===== src/hw/rtl/dssi_pkg.sv =====
`timescale 1ns / 1ps
// ----------------------------------------------------------------------------
// dssi_pkg: shared types and constants for the interpolating sine generator
// Field widths, scaling constants, and the sequencer state encoding.
// ----------------------------------------------------------------------------
package dssi_pkg;

	localparam int TABLE_BITS_DEF = 8;
	localparam int FRAC_BITS_DEF  = 16;

	localparam int STEP_W   = 24;
	localparam int VOL_W    = 10;
	localparam int SAMPLE_W = 10;
	localparam int PWM_W    = 8;

	// signed operand width of both serial products
	localparam int MC_W = SAMPLE_W + 1;

	// divider: dividend width and quotient digits
	localparam int NUM_W = 22;
	localparam int Q_W   = 11;

	localparam int SAMPLE_MAX    = 1023;
	localparam int SILENCE_LEVEL = 511;
	localparam int MID_OFFSET    = 1023;
	localparam int SCALE_BIAS    = 1046529;
	localparam int SCALE_DIVISOR = 2046;

	typedef enum logic [3:0] {
		ST_IDLE,
		ST_FETCH_LO,
		ST_FETCH_HI,
		ST_INTERP_GO,
		ST_INTERP,
		ST_SCALE_GO,
		ST_SCALE,
		ST_DIVIDE,
		ST_EMIT
	} dssi_state_t;

endpackage


===== src/hw/rtl/dssi_ifs.sv =====
`timescale 1ns / 1ps
// ----------------------------------------------------------------------------
// dssi_ifs: channel interfaces for the interpolating sine generator
// Tick input, sample output and phase step write channel.
// ----------------------------------------------------------------------------
interface dssi_tick_if;
	logic                          valid;
	logic                          ready;
	logic                          active;
	logic [dssi_pkg::VOL_W-1:0]    volume;

	modport source(output valid, active, volume, input ready);
	modport sink(input valid, active, volume, output ready);
endinterface

interface dssi_sample_if;
	logic                            valid;
	logic                            ready;
	logic [dssi_pkg::SAMPLE_W-1:0]   sample_out;
	logic [dssi_pkg::PWM_W-1:0]      pwm_high;
	logic [dssi_pkg::PWM_W-1:0]      pwm_low;

	modport source(output valid, sample_out, pwm_high, pwm_low, input ready);
	modport sink(input valid, sample_out, pwm_high, pwm_low, output ready);
endinterface

interface dssi_cfg_if;
	logic                          valid;
	logic                          ready;
	logic [dssi_pkg::STEP_W-1:0]   phase_step;

	modport source(output valid, phase_step, input ready);
	modport sink(input valid, phase_step, output ready);
endinterface


===== src/hw/rtl/dds_sine_generator_interp_unit.sv =====
`timescale 1ns / 1ps
// ----------------------------------------------------------------------------
// dds_sine_generator_interp_unit: phase accumulator sine tone generator
// Interpolates a sine table, scales by volume, and splits into PWM bytes.
//
//  channel  dir  payload                            transfer
//  tick     in   active, volume                     valid & ready
//  sample   out  sample_out, pwm_high, pwm_low      valid & ready
//  cfg      in   phase_step                         valid & ready (always ready)
//
// An active tick runs the serial interpolation product (FRAC_BITS steps),
// the serial volume product (10 steps) and the serial divide by 2046
// (11 steps); a silent tick skips the fetch and the interpolation.
// One tick is in work at a time; a new tick is taken while the last sample
// waits in the output register. Reset clears phase, step and control state.
// ----------------------------------------------------------------------------
module dds_sine_generator_interp_unit #(
	parameter int TABLE_BITS = dssi_pkg::TABLE_BITS_DEF,
	parameter int FRAC_BITS  = dssi_pkg::FRAC_BITS_DEF
) (
	input  logic                 clk,
	input  logic                 arst_n,
	dssi_tick_if.sink            tick,
	dssi_sample_if.source        sample,
	dssi_cfg_if.sink             cfg
);

	localparam int PB = TABLE_BITS + FRAC_BITS;
	localparam int SW = (PB > dssi_pkg::STEP_W) ? PB : dssi_pkg::STEP_W;
	localparam int MW = dssi_pkg::MC_W;
	localparam int VW = dssi_pkg::VOL_W;
	localparam int DW = dssi_pkg::SAMPLE_W;
	localparam int NW = dssi_pkg::NUM_W;
	localparam int QW = dssi_pkg::Q_W;

	typedef struct packed {
		logic tick_ready;
		logic addr_lo;
		logic load_s1;
		logic interp_start;
		logic load_g;
		logic scale_start;
		logic div_start;
		logic load_out;
	} ctl_t;

	dssi_pkg::dssi_state_t state_q, state_d;
	ctl_t                  ctl;

	logic [dssi_pkg::STEP_W-1:0] step_q;
	logic [PB-1:0]               phase_q;
	logic [VW-1:0]               vol_q;
	logic [DW-1:0]               s1_q;
	logic [DW-1:0]               g_q;
	logic [DW-1:0]               sample_q;
	logic                        out_valid_q;

	logic [SW-1:0]         step_ext;
	logic [PB-1:0]         step_w;
	logic [TABLE_BITS-1:0] idx1, idx2, rom_addr;
	logic [DW-1:0]         rom_data;

	logic signed [MW-1:0]      diff;
	logic signed [MW-1:0]      level;
	logic                      a_done, b_done, d_done;
	logic signed [MW:0]        a_hi, b_hi_unused;
	logic signed [MW+FRAC_BITS-1:0] a_prod_unused;
	logic signed [MW+VW-1:0]   b_prod;
	logic signed [NW:0]        num_s;
	logic [NW-1:0]             div_num;
	logic [QW-1:0]             quo;
	logic [DW+1:0]             g_sum;
	logic [DW-1:0]             res;

	always_comb begin
		step_ext = SW'(step_q);
		step_w   = step_ext[PB-1:0];
		idx1     = phase_q[PB-1:FRAC_BITS];
		idx2     = idx1 + TABLE_BITS'(1);
		rom_addr = ctl.addr_lo ? idx1 : idx2;
		diff     = $signed({1'b0, rom_data}) - $signed({1'b0, s1_q});
		level    = MW'($signed({2'b00, g_q, 1'b0}) - (MW+2)'(dssi_pkg::MID_OFFSET));
		g_sum    = {2'b00, s1_q} + (DW+2)'(a_hi);
		num_s    = (NW+1)'(b_prod) + (NW+1)'(dssi_pkg::SCALE_BIAS);
		div_num  = num_s[NW] ? '0 : num_s[NW-1:0];
		res      = quo[QW-1] ? DW'(dssi_pkg::SAMPLE_MAX) : quo[DW-1:0];
	end

	dssi_rom #(
		.TABLE_BITS(TABLE_BITS)
	) u_rom (
		.clk  (clk),
		.addr (rom_addr),
		.data (rom_data)
	);

	dssi_smul #(
		.A_W(MW),
		.B_W(FRAC_BITS)
	) u_interp_mul (
		.clk    (clk),
		.arst_n (arst_n),
		.start  (ctl.interp_start),
		.mcand  (diff),
		.mplier (phase_q[FRAC_BITS-1:0]),
		.done   (a_done),
		.hi     (a_hi),
		.prod   (a_prod_unused)
	);

	dssi_smul #(
		.A_W(MW),
		.B_W(VW)
	) u_scale_mul (
		.clk    (clk),
		.arst_n (arst_n),
		.start  (ctl.scale_start),
		.mcand  (level),
		.mplier (vol_q),
		.done   (b_done),
		.hi     (b_hi_unused),
		.prod   (b_prod)
	);

	dssi_div u_div (
		.clk    (clk),
		.arst_n (arst_n),
		.start  (ctl.div_start),
		.num    (div_num),
		.done   (d_done),
		.quo    (quo)
	);

	always_comb begin
		state_d = state_q;
		case (state_q)
			dssi_pkg::ST_IDLE: begin
				if (tick.valid) begin
					state_d = tick.active ? dssi_pkg::ST_FETCH_LO : dssi_pkg::ST_SCALE_GO;
				end
			end
			dssi_pkg::ST_FETCH_LO:  state_d = dssi_pkg::ST_FETCH_HI;
			dssi_pkg::ST_FETCH_HI:  state_d = dssi_pkg::ST_INTERP_GO;
			dssi_pkg::ST_INTERP_GO: state_d = dssi_pkg::ST_INTERP;
			dssi_pkg::ST_INTERP: begin
				if (a_done) begin
					state_d = dssi_pkg::ST_SCALE_GO;
				end
			end
			dssi_pkg::ST_SCALE_GO:  state_d = dssi_pkg::ST_SCALE;
			dssi_pkg::ST_SCALE: begin
				if (b_done) begin
					state_d = dssi_pkg::ST_DIVIDE;
				end
			end
			dssi_pkg::ST_DIVIDE: begin
				if (d_done) begin
					state_d = dssi_pkg::ST_EMIT;
				end
			end
			dssi_pkg::ST_EMIT: begin
				if (!out_valid_q || sample.ready) begin
					state_d = dssi_pkg::ST_IDLE;
				end
			end
			default: state_d = dssi_pkg::ST_IDLE;
		endcase
	end

	always_comb begin
		ctl = '0;
		case (state_q)
			dssi_pkg::ST_IDLE:      ctl.tick_ready   = 1'b1;
			dssi_pkg::ST_FETCH_LO:  ctl.addr_lo      = 1'b1;
			dssi_pkg::ST_FETCH_HI:  ctl.load_s1      = 1'b1;
			dssi_pkg::ST_INTERP_GO: ctl.interp_start = 1'b1;
			dssi_pkg::ST_INTERP:    ctl.load_g       = a_done;
			dssi_pkg::ST_SCALE_GO:  ctl.scale_start  = 1'b1;
			dssi_pkg::ST_SCALE:     ctl.div_start    = b_done;
			dssi_pkg::ST_EMIT:      ctl.load_out     = !out_valid_q || sample.ready;
			default:                ctl              = '0;
		endcase
	end

	always_ff @(posedge clk or negedge arst_n) begin
		if (!arst_n) begin
			state_q     <= dssi_pkg::ST_IDLE;
			step_q      <= '0;
			phase_q     <= '0;
			out_valid_q <= 1'b0;
		end else begin
			state_q <= state_d;
			if (cfg.valid) begin
				step_q <= cfg.phase_step;
			end
			if (ctl.tick_ready && tick.valid) begin
				phase_q <= tick.active ? phase_q + step_w : '0;
			end
			if (ctl.load_out) begin
				out_valid_q <= 1'b1;
			end else if (sample.ready) begin
				out_valid_q <= 1'b0;
			end
		end
	end

	always_ff @(posedge clk) begin
		if (ctl.tick_ready && tick.valid) begin
			vol_q <= tick.volume;
			if (!tick.active) begin
				g_q <= DW'(dssi_pkg::SILENCE_LEVEL);
			end
		end
		if (ctl.load_s1) begin
			s1_q <= rom_data;
		end
		if (ctl.load_g) begin
			g_q <= g_sum[DW-1:0];
		end
		if (ctl.load_out) begin
			sample_q <= res;
		end
	end

	assign tick.ready        = ctl.tick_ready;
	assign cfg.ready         = 1'b1;
	assign sample.valid      = out_valid_q;
	assign sample.sample_out = sample_q;
	assign sample.pwm_high   = sample_q[DW-1:2];
	assign sample.pwm_low    = {4{sample_q[1:0]}};

endmodule


===== src/hw/rtl/dssi_rom.sv =====
`timescale 1ns / 1ps
// ----------------------------------------------------------------------------
// dssi_rom: sine table with registered read
// Entry i is floor((1 + sin(2*pi*i/N)) * 1023 / 2), built at elaboration.
// ----------------------------------------------------------------------------
module dssi_rom #(
	parameter int TABLE_BITS = dssi_pkg::TABLE_BITS_DEF
) (
	input  logic                          clk,
	input  logic [TABLE_BITS-1:0]         addr,
	output logic [dssi_pkg::SAMPLE_W-1:0] data
);

	localparam int TABLE_SIZE = 1 << TABLE_BITS;
	localparam int DW         = dssi_pkg::SAMPLE_W;

	localparam logic [63:0] Q60_ONE     = 64'd1 << 60;
	localparam logic [63:0] Q60_HALF_PI = 64'h1921FB54442D1846;
	localparam logic [63:0] LOW32       = 64'hFFFFFFFF;
	localparam logic [63:0] LOW30       = 64'h3FFFFFFF;

	function automatic logic [63:0] mul_q60(input logic [63:0] a, input logic [63:0] b);
		logic [63:0] al, ah, bl, bh, ll, lh, hl, hh, mid, lo, hi;
		al  = a & LOW32;
		ah  = a >> 32;
		bl  = b & LOW32;
		bh  = b >> 32;
		ll  = al * bl;
		lh  = al * bh;
		hl  = ah * bl;
		hh  = ah * bh;
		mid = (ll >> 32) + (lh & LOW32) + (hl & LOW32);
		lo  = (mid << 32) | (ll & LOW32);
		hi  = hh + (lh >> 32) + (hl >> 32) + (mid >> 32);
		return (hi << 4) | (lo >> 60);
	endfunction

	// shift-subtract quotient; divisor stays far below 2^63
	function automatic logic [63:0] div_u64(input logic [63:0] n, input logic [63:0] d);
		logic [63:0] rem, quo;
		rem = '0;
		quo = '0;
		for (int b = 63; b >= 0; b--) begin
			rem = {rem[62:0], n[b]};
			if (rem >= d) begin
				rem    = rem - d;
				quo[b] = 1'b1;
			end
		end
		return quo;
	endfunction

	function automatic logic [63:0] sine_q60(input logic [63:0] a);
		logic [63:0] a2, term, sum, den;
		a2   = mul_q60(a, a);
		term = a;
		sum  = a;
		for (int k = 1; k < 40; k++) begin
			if (term != 64'd0) begin
				den  = 64'(2 * k) * 64'(2 * k + 1);
				term = div_u64(mul_q60(term, a2), den);
				if (k % 2 == 1) begin
					sum = sum - term;
				end else begin
					sum = sum + term;
				end
			end
		end
		return (sum > Q60_ONE) ? Q60_ONE : sum;
	endfunction

	function automatic logic [DW-1:0] table_entry(input logic [63:0] i);
		logic [63:0] q, r, s, u, hi, lo, a, y;
		q = (4 * i) / TABLE_SIZE;
		r = 4 * i - q * TABLE_SIZE;
		if (r == 64'd0) begin
			s = q[0] ? Q60_ONE : 64'd0;
		end else begin
			a = (Q60_HALF_PI / TABLE_SIZE) * r + ((Q60_HALF_PI % TABLE_SIZE) * r) / TABLE_SIZE;
			if (q[0]) begin
				a = Q60_HALF_PI - a;
			end
			s = sine_q60(a);
		end
		u  = (q < 64'd2) ? Q60_ONE + s : Q60_ONE - s;
		hi = u >> 30;
		lo = u & LOW30;
		y  = (hi * 64'd1023 + ((lo * 64'd1023) >> 30)) >> 31;
		return y[DW-1:0];
	endfunction

	function automatic logic [TABLE_SIZE*DW-1:0] build_table();
		logic [TABLE_SIZE*DW-1:0] tbl;
		tbl = '0;
		for (int i = 0; i < TABLE_SIZE; i++) begin
			tbl[i*DW +: DW] = table_entry(64'(i));
		end
		return tbl;
	endfunction

	localparam logic [TABLE_SIZE*DW-1:0] SINE_TABLE = build_table();

	always_ff @(posedge clk) begin
		data <= SINE_TABLE[addr*DW +: DW];
	end

endmodule


===== src/hw/rtl/dssi_smul.sv =====
`timescale 1ns / 1ps
// ----------------------------------------------------------------------------
// dssi_smul: bit-serial signed by unsigned multiplier
// One multiplier bit per cycle, shift-right form; hi holds floor(P / 2^B_W).
// ----------------------------------------------------------------------------
module dssi_smul #(
	parameter int A_W = dssi_pkg::MC_W,
	parameter int B_W = dssi_pkg::VOL_W
) (
	input  logic                      clk,
	input  logic                      arst_n,
	input  logic                      start,
	input  logic signed [A_W-1:0]     mcand,
	input  logic [B_W-1:0]            mplier,
	output logic                      done,
	output logic signed [A_W:0]       hi,
	output logic signed [A_W+B_W-1:0] prod
);

	localparam int CW = $clog2(B_W + 1);

	logic signed [A_W-1:0] mc_q;
	logic signed [A_W:0]   hi_q;
	logic [B_W-1:0]        lo_q;
	logic [CW-1:0]         cnt_q;
	logic                  run_q;
	logic                  done_q;
	logic signed [A_W:0]   sum;

	always_comb begin
		sum = lo_q[0] ? hi_q + (A_W+1)'(mc_q) : hi_q;
	end

	always_ff @(posedge clk or negedge arst_n) begin
		if (!arst_n) begin
			run_q  <= 1'b0;
			done_q <= 1'b0;
			cnt_q  <= '0;
		end else begin
			done_q <= run_q && (cnt_q == CW'(1));
			if (start) begin
				run_q <= 1'b1;
				cnt_q <= CW'(B_W);
			end else if (run_q) begin
				cnt_q <= cnt_q - CW'(1);
				if (cnt_q == CW'(1)) begin
					run_q <= 1'b0;
				end
			end
		end
	end

	always_ff @(posedge clk) begin
		if (start) begin
			mc_q <= mcand;
			hi_q <= '0;
			lo_q <= mplier;
		end else if (run_q) begin
			hi_q <= {sum[A_W], sum[A_W:1]};
			lo_q <= {sum[0], lo_q[B_W-1:1]};
		end
	end

	assign done = done_q;
	assign hi   = hi_q;
	assign prod = $signed({hi_q[A_W-1:0], lo_q});

endmodule


===== src/hw/rtl/dssi_div.sv =====
`timescale 1ns / 1ps
// ----------------------------------------------------------------------------
// dssi_div: restoring divider by the fixed scale divisor
// One quotient bit per cycle against the aligned divisor.
// ----------------------------------------------------------------------------
module dssi_div (
	input  logic                        clk,
	input  logic                        arst_n,
	input  logic                        start,
	input  logic [dssi_pkg::NUM_W-1:0]  num,
	output logic                        done,
	output logic [dssi_pkg::Q_W-1:0]    quo
);

	localparam int NW = dssi_pkg::NUM_W;
	localparam int QW = dssi_pkg::Q_W;
	localparam int CW = $clog2(QW + 1);
	localparam logic [NW-1:0] DIV_ALIGNED = NW'(dssi_pkg::SCALE_DIVISOR) << (QW - 1);

	logic [NW-1:0] rem_q;
	logic [QW-1:0] quo_q;
	logic [CW-1:0] cnt_q;
	logic          run_q;
	logic          done_q;
	logic          ge;
	logic [NW-1:0] diff;

	always_comb begin
		ge   = rem_q >= DIV_ALIGNED;
		diff = ge ? rem_q - DIV_ALIGNED : rem_q;
	end

	always_ff @(posedge clk or negedge arst_n) begin
		if (!arst_n) begin
			run_q  <= 1'b0;
			done_q <= 1'b0;
			cnt_q  <= '0;
		end else begin
			done_q <= run_q && (cnt_q == CW'(1));
			if (start) begin
				run_q <= 1'b1;
				cnt_q <= CW'(QW);
			end else if (run_q) begin
				cnt_q <= cnt_q - CW'(1);
				if (cnt_q == CW'(1)) begin
					run_q <= 1'b0;
				end
			end
		end
	end

	always_ff @(posedge clk) begin
		if (start) begin
			rem_q <= num;
			quo_q <= '0;
		end else if (run_q) begin
			rem_q <= {diff[NW-2:0], 1'b0};
			quo_q <= {quo_q[QW-2:0], ge};
		end
	end

	assign done = done_q;
	assign quo  = quo_q;

endmodule


===== src/flat_wrapper.sv =====
// flat-port wrapper written by rule: the top's interface ports become plain ports
module dds_sine_generator_interp_unit_flat 
#(
	parameter int TABLE_BITS = dssi_pkg::TABLE_BITS_DEF,
	parameter int FRAC_BITS  = dssi_pkg::FRAC_BITS_DEF
)
  (clk, arst_n, tick_valid, tick_active, tick_volume, tick_ready, sample_valid, sample_sample_out, sample_pwm_high, sample_pwm_low, sample_ready, cfg_valid, cfg_phase_step, cfg_ready);
  dssi_tick_if tick_i ();
  dssi_sample_if sample_i ();
  dssi_cfg_if cfg_i ();
  input  logic clk;
  input  logic arst_n;
  input wire logic [$bits(tick_i.valid)-1:0] tick_valid;
  input wire logic [$bits(tick_i.active)-1:0] tick_active;
  input wire logic [$bits(tick_i.volume)-1:0] tick_volume;
  output wire logic [$bits(tick_i.ready)-1:0] tick_ready;
  output wire logic [$bits(sample_i.valid)-1:0] sample_valid;
  output wire logic [$bits(sample_i.sample_out)-1:0] sample_sample_out;
  output wire logic [$bits(sample_i.pwm_high)-1:0] sample_pwm_high;
  output wire logic [$bits(sample_i.pwm_low)-1:0] sample_pwm_low;
  input wire logic [$bits(sample_i.ready)-1:0] sample_ready;
  input wire logic [$bits(cfg_i.valid)-1:0] cfg_valid;
  input wire logic [$bits(cfg_i.phase_step)-1:0] cfg_phase_step;
  output wire logic [$bits(cfg_i.ready)-1:0] cfg_ready;
  assign tick_i.valid = tick_valid;
  assign tick_i.active = tick_active;
  assign tick_i.volume = tick_volume;
  assign tick_ready = tick_i.ready;
  assign sample_valid = sample_i.valid;
  assign sample_sample_out = sample_i.sample_out;
  assign sample_pwm_high = sample_i.pwm_high;
  assign sample_pwm_low = sample_i.pwm_low;
  assign sample_i.ready = sample_ready;
  assign cfg_i.valid = cfg_valid;
  assign cfg_i.phase_step = cfg_phase_step;
  assign cfg_ready = cfg_i.ready;
  dds_sine_generator_interp_unit #(.TABLE_BITS(TABLE_BITS), .FRAC_BITS(FRAC_BITS)) u_core (.clk(clk), .arst_n(arst_n), .tick(tick_i), .sample(sample_i), .cfg(cfg_i));
endmodule

===== config.mk =====
export PLATFORM = sky130hd
export DESIGN_NAME = dds_sine_generator_interp_unit_flat
export DESIGN_NICKNAME = d
export VERILOG_FILES = /design/src/hw/rtl/dssi_pkg.sv /design/src/hw/rtl/dssi_ifs.sv /design/src/hw/rtl/dds_sine_generator_interp_unit.sv /design/src/hw/rtl/dssi_rom.sv /design/src/hw/rtl/dssi_smul.sv /design/src/hw/rtl/dssi_div.sv /design/src/flat_wrapper.sv
export SDC_FILE = /design/constraint.sdc
export NUM_CORES = 1
export LEC_CHECK = 0
export BUFFER_PORTS_ARGS = -buffer_cell sky130_fd_sc_hd__clkbuf_2
export CORE_ASPECT_RATIO = 1.2
export CORE_MARGIN = 4
export CORE_UTILIZATION = 45
export DETAILED_ROUTE_END_ITERATION = 6
export MAX_ROUTING_LAYER = met4
export SLEW_MARGIN = 20
export SYNTH_ARGS = -nofsm -noshare
export SYNTH_HDL_FRONTEND = slang
export SYNTH_SLANG_ARGS = --single-unit

===== constraint.sdc =====
create_clock -name clk -period 3.6 [get_ports clk]
set_clock_uncertainty 0.05 [all_clocks]
set_input_delay 0 -clock clk [delete_from_list [all_inputs] [get_ports clk]]
set_output_delay 0 -clock clk [all_outputs]
set_load 0.02 [all_outputs]

==> results by group <==
Timing
  – PnR worst setup slack: 0.155 ns
  – Slew @ Worst Pin: roughly 1.0 ns
  – Final Hold Viols: 0
  – Final Setup Violations: 0
  – Setup TNS: 0 ns
  – Period utilization: 0.957
  – Fin Hold WS: just under 0.09 ns
  – Relative slew slack: 0.331
  – Final Max Slew Viols: 0
  – RSZ-0062 raised after global routing: false
  – Final Critical Period: ~3.4 ns
  – Peak Freq: approximately 290 MHz

Pwr
  – Power share of the sequential group: 0.266
  – Worst vdd ir: around 700 uV
  – P_int: a little under 0.009 W
  – Combinational power share: 0.565
  – P_leak: ~7.1 nW
  – Clock share of power: 0.169
  – Sw frac: 0.450
  – Sw Pwr: 0.00729 W
  – Pwr Density: 952 mW/mm^2

Place
  – GP Congestion: roughly 0.95
  – Worst slack, placed: 0.0766 ns
  – Hpwl dp: between 30,000 and 40,000 um
  – Port bufs: 67

Setup path
  – CP bufs+invs: 3
  – Crit Path Class: flip-flop to flip-flop
  – CP Data Arrival Time: 3.85 ns
  – R2R cell count: 11
  – Worst path cell trace: nor4b_4, buf_4, o21ai_2, nand2_1, buf_12, ha_2, inv_1, mux4_2, o22ai_1, o22ai_1, a31oi_1
  – Crit Path Max Fanout: between 40 and 50
  – CP dominant cell by count: o22ai_1
  – Crit-path leading delay family: compound AO/OA/AOI/OAI gates
  – Worst path slowest cell: mux4_2
  – Startpoint class of the critical path: flip-flop
  – Critical Path RT: approximately 4 ns
  – Max incr delay on CP: between 0.4 and 0.5 ns
  – Reg2reg end: u_core.u_rom.data[6]$_DFF_P_
  – FF-to-FF setup slack: 0.15 ns
  – Reg2reg start: u_core.state_q[1]$_DFFE_PN0P_
  – Setup crit end kind: flip-flop

Global routing
  – GRT Util Overall: 0.252
  – Initial antenna violation count: 0
  – Largest net degree at the start of global routing: 73
  – Vias in the first global route: between 10,000 and 15,000
  – First-pass GRT wire length: about 70,000 um
  – Gr ovfl total: 0

Clock tree
  – Clk pin slew, worst setup/hold paths: about 0.060 ns
  – Num CTS Buffers: 26
  – Clock sinks: between 200 and 250
  – H-Tree Depth: 1
  – Root Buffer: clkbuf_16
  – Clk_lat worst skew: between 0.5 and 0.6 ns
  – TritonCTS clock tree: done
  – Clock Tree Buf Depth: 3
  – Setup Buffers After CTS: 0

Yosys
  – Complex-gate fraction of the synthesized area: 0.197
  – Main synth FF type: edfxtp_1
  – Top-count cell post-synth: nand2_1
  – Synth area leaders: edfxtp_1, dfrtp_1, ha_1
  – Yosys top cell by area: edfxtp_1
  – Post-Syn Instances: roughly 1,600
  – Yosys reg bits: 224
  – YS warnings: 0
  – Post-Synth Adder-Cell Area: 0.0782
  – XOR/XNOR Fraction of Synth Area: 0.0575
  – Commonest cells post-synth: nand2_1, nor2_1, edfxtp_1
  – Mapped Area: roughly 0.015 mm^2
  – Simple-gate portion of the synthesized area: 0.166
  – Post-synthesis sequential area ratio: 0.403
  – Syn avg cell area: ~9.2 um^2
  – Top cell type's share of synthesized area: 0.222
  – Distinct cells, synth: between 90 and 100
  – Post-synthesis mux area share: 0.0449
  – Number of flops mapped to enable cells by yosys: about 110
  – Largest family of logic cells by synthesized area: compound AO/OA/AOI/OAI gates
  – Async SR Flop Fraction: 0.321
  – Syn nets: about 1,700

Final layout
  – Layout cell share with drive strength beyond 1: 0.155
  – Nets: 1,841
  – N_diodes: 0
  – Final core utilization: 0.528
  – Layout filler cell count: ~3,000
  – Area Growth Syn to Fin: 15.7%

Flow run
  – Max-cap violations: 0

Drt
  – Routed WL: ~44,000 um
  – DR iter-0 viols: 860
  – DR WL/cell: approximately 21 um
  – DRC Markers: 0
  – ANT nets after route: 0
  – Via Count: approximately 13,000
  – DR pass1 iterations: 5
  – Vias per cell: just under 6

Die
  – Row Count: roughly 70
  – Initial Util: 0.456
  – I/O pin cnt: a little under 70
  – Die ar.: between 0.03 and 0.04 mm^2
  – Core Area: 0.0323 mm^2
  – Die Ht: 206 um
  – Die width: 173 um

Outcome
  – Status: complete, no violations

Min path
  – Hold crit path type: input port to asynchronous set/reset pin
==> power groups by stage <==
stage / registers, W / clock network, W / logic [W]
after global routing: 0.00442 / 0.00290 / 0.00997
after CTS: 0.00432 / 0.00280 / 0.00900
after global placement: 0.00435 / 0 / 0.00896
after detailed placement: 0.00436 / 0 / 0.00891
final: 0.00432 / 0.00273 / 0.00915
after floorplan: 0.00407 / 0 / 0.00627
==> stage by stage <==
| stage | cell area (um^2) | cells | power (W) |
|---|---|---|---|
| 6_report | 17000 | 2139 | 0.0162 |
| 5_1_grt | 17000 | 2139 | 0.0173 |
| 4_1_cts | 17000 | 2139 | 0.0161 |
| 3_5_place_dp | 15700 | 2052 | 0.0133 |
| 3_3_place_gp | 15700 | 2052 | 0.0133 |
| 2_1_floorplan | 14700 | 1604 | 0.0103 |
==> worst max path at each step <==
stage	slack, ns	depth (start not counted)	from	to
2_1_floorplan	0.32	13	u_core.state_q[2]$_DFFE_PN0P_	u_core.u_rom.data[1]$_DFF_P_
3_3_place_gp	0.05	11	u_core.state_q[1]$_DFFE_PN0P_	u_core.u_rom.data[7]$_DFF_P_
3_5_place_dp	0.08	11	u_core.state_q[1]$_DFFE_PN0P_	u_core.u_rom.data[7]$_DFF_P_
4_1_cts	0.05	11	u_core.state_q[1]$_DFFE_PN0P_	u_core.u_rom.data[7]$_DFF_P_
5_1_grt	0.01	9	u_core.state_q[1]$_DFFE_PN0P_	u_core.u_rom.data[2]$_DFF_P_
6_report	0.15	11	u_core.state_q[1]$_DFFE_PN0P_	u_core.u_rom.data[6]$_DFF_P_
==> layout by cell type, fill, tap and decap left out, types with 19 or more instances in the layout <==
master / count
o21ai_0: 79
buf_4: 88
o211ai_1: 19
clkbuf_2: 66
dlygate4sd3_1: 39
xor2_1: 34
nand3_1: 41
mux2_2: 28
nand2_1: 203
edfxtp_1: 109
ha_1: 82
xnor2_1: 57
mux2i_1: 30
a31oi_1: 22
dfxtp_1: 43
a211oi_1: 30
o22ai_1: 23
nor3_1: 43
clkbuf_16: 26
a21oi_1: 100
nor2_1: 124
dfrtp_1: 72
inv_1: 50
==> metal layers <==
| metal | GRT usage | share of wire | wire length (um) | vias to the layer above |
|---|---|---|---|---|
| met5 | - | 0 | 0 | - |
| met4 | 0.117 | 0.047 | 2060 | 0 |
| met3 | 0.0295 | 0.049 | 2150 | 128 |
| met2 | 0.437 | 0.49 | 21800 | 427 |
| met1 | 0.296 | 0.41 | 18200 | 6025 |
| li1 | - | - | - | 6061 |
==> registers in the layout, indices dropped and copies added (netlist names), 5 cells and up <==
register and count:
u_core.phase_q 24, u_core.u_scale_mul.lo_q 10, u_core.vol_q 10, u_core.s1_q 10
u_core.u_interp_mul.hi 11, u_core.g_q 10, u_core.u_div.rem_q 22, u_core.step_ext 24
u_core.u_rom.data 10, u_core.u_div.quo 11, u_core.sample.sample_out 10, u_core.u_interp_mul.mc_q 11
u_core.u_scale_mul.mc_q 10, u_core.u_interp_mul.lo_q 16, u_core.u_scale_mul.hi 11, u_core.u_interp_mul.cnt_q 5
==> cell type report <==
| class | count | area (um^2) | area share |
|---|---|---|---|
| clock inverter | 11 | 145 | 0.00853 |
| inverter | 56 | 210 | 0.0123 |
| clock buffer | 37 | 752 | 0.0442 |
| tap | 407 | 509 | 0.0299 |
| multi-input combinational | 1207 | 8010 | 0.470 |
| sequential | 224 | 5940 | 0.349 |
| timing repair buffer | 197 | 1460 | 0.0859 |
==> cells by family after synthesis <==
kind of cell,after synthesis
compound gates,438
xor+xnor,94
fa+ha+maj,89
buf+inv,173
flops,224
mux,60
other cells,1
simple gates,525
==> what timing repair did <==
item                                    4_1_cts  5_1_grt
hold buffers                                 39        0
endpoints found under the hold margin       116        0
gates resized for setup                       0        3
endpoints found under the setup margin        0        2
Power figures use the tool's default switching activity.
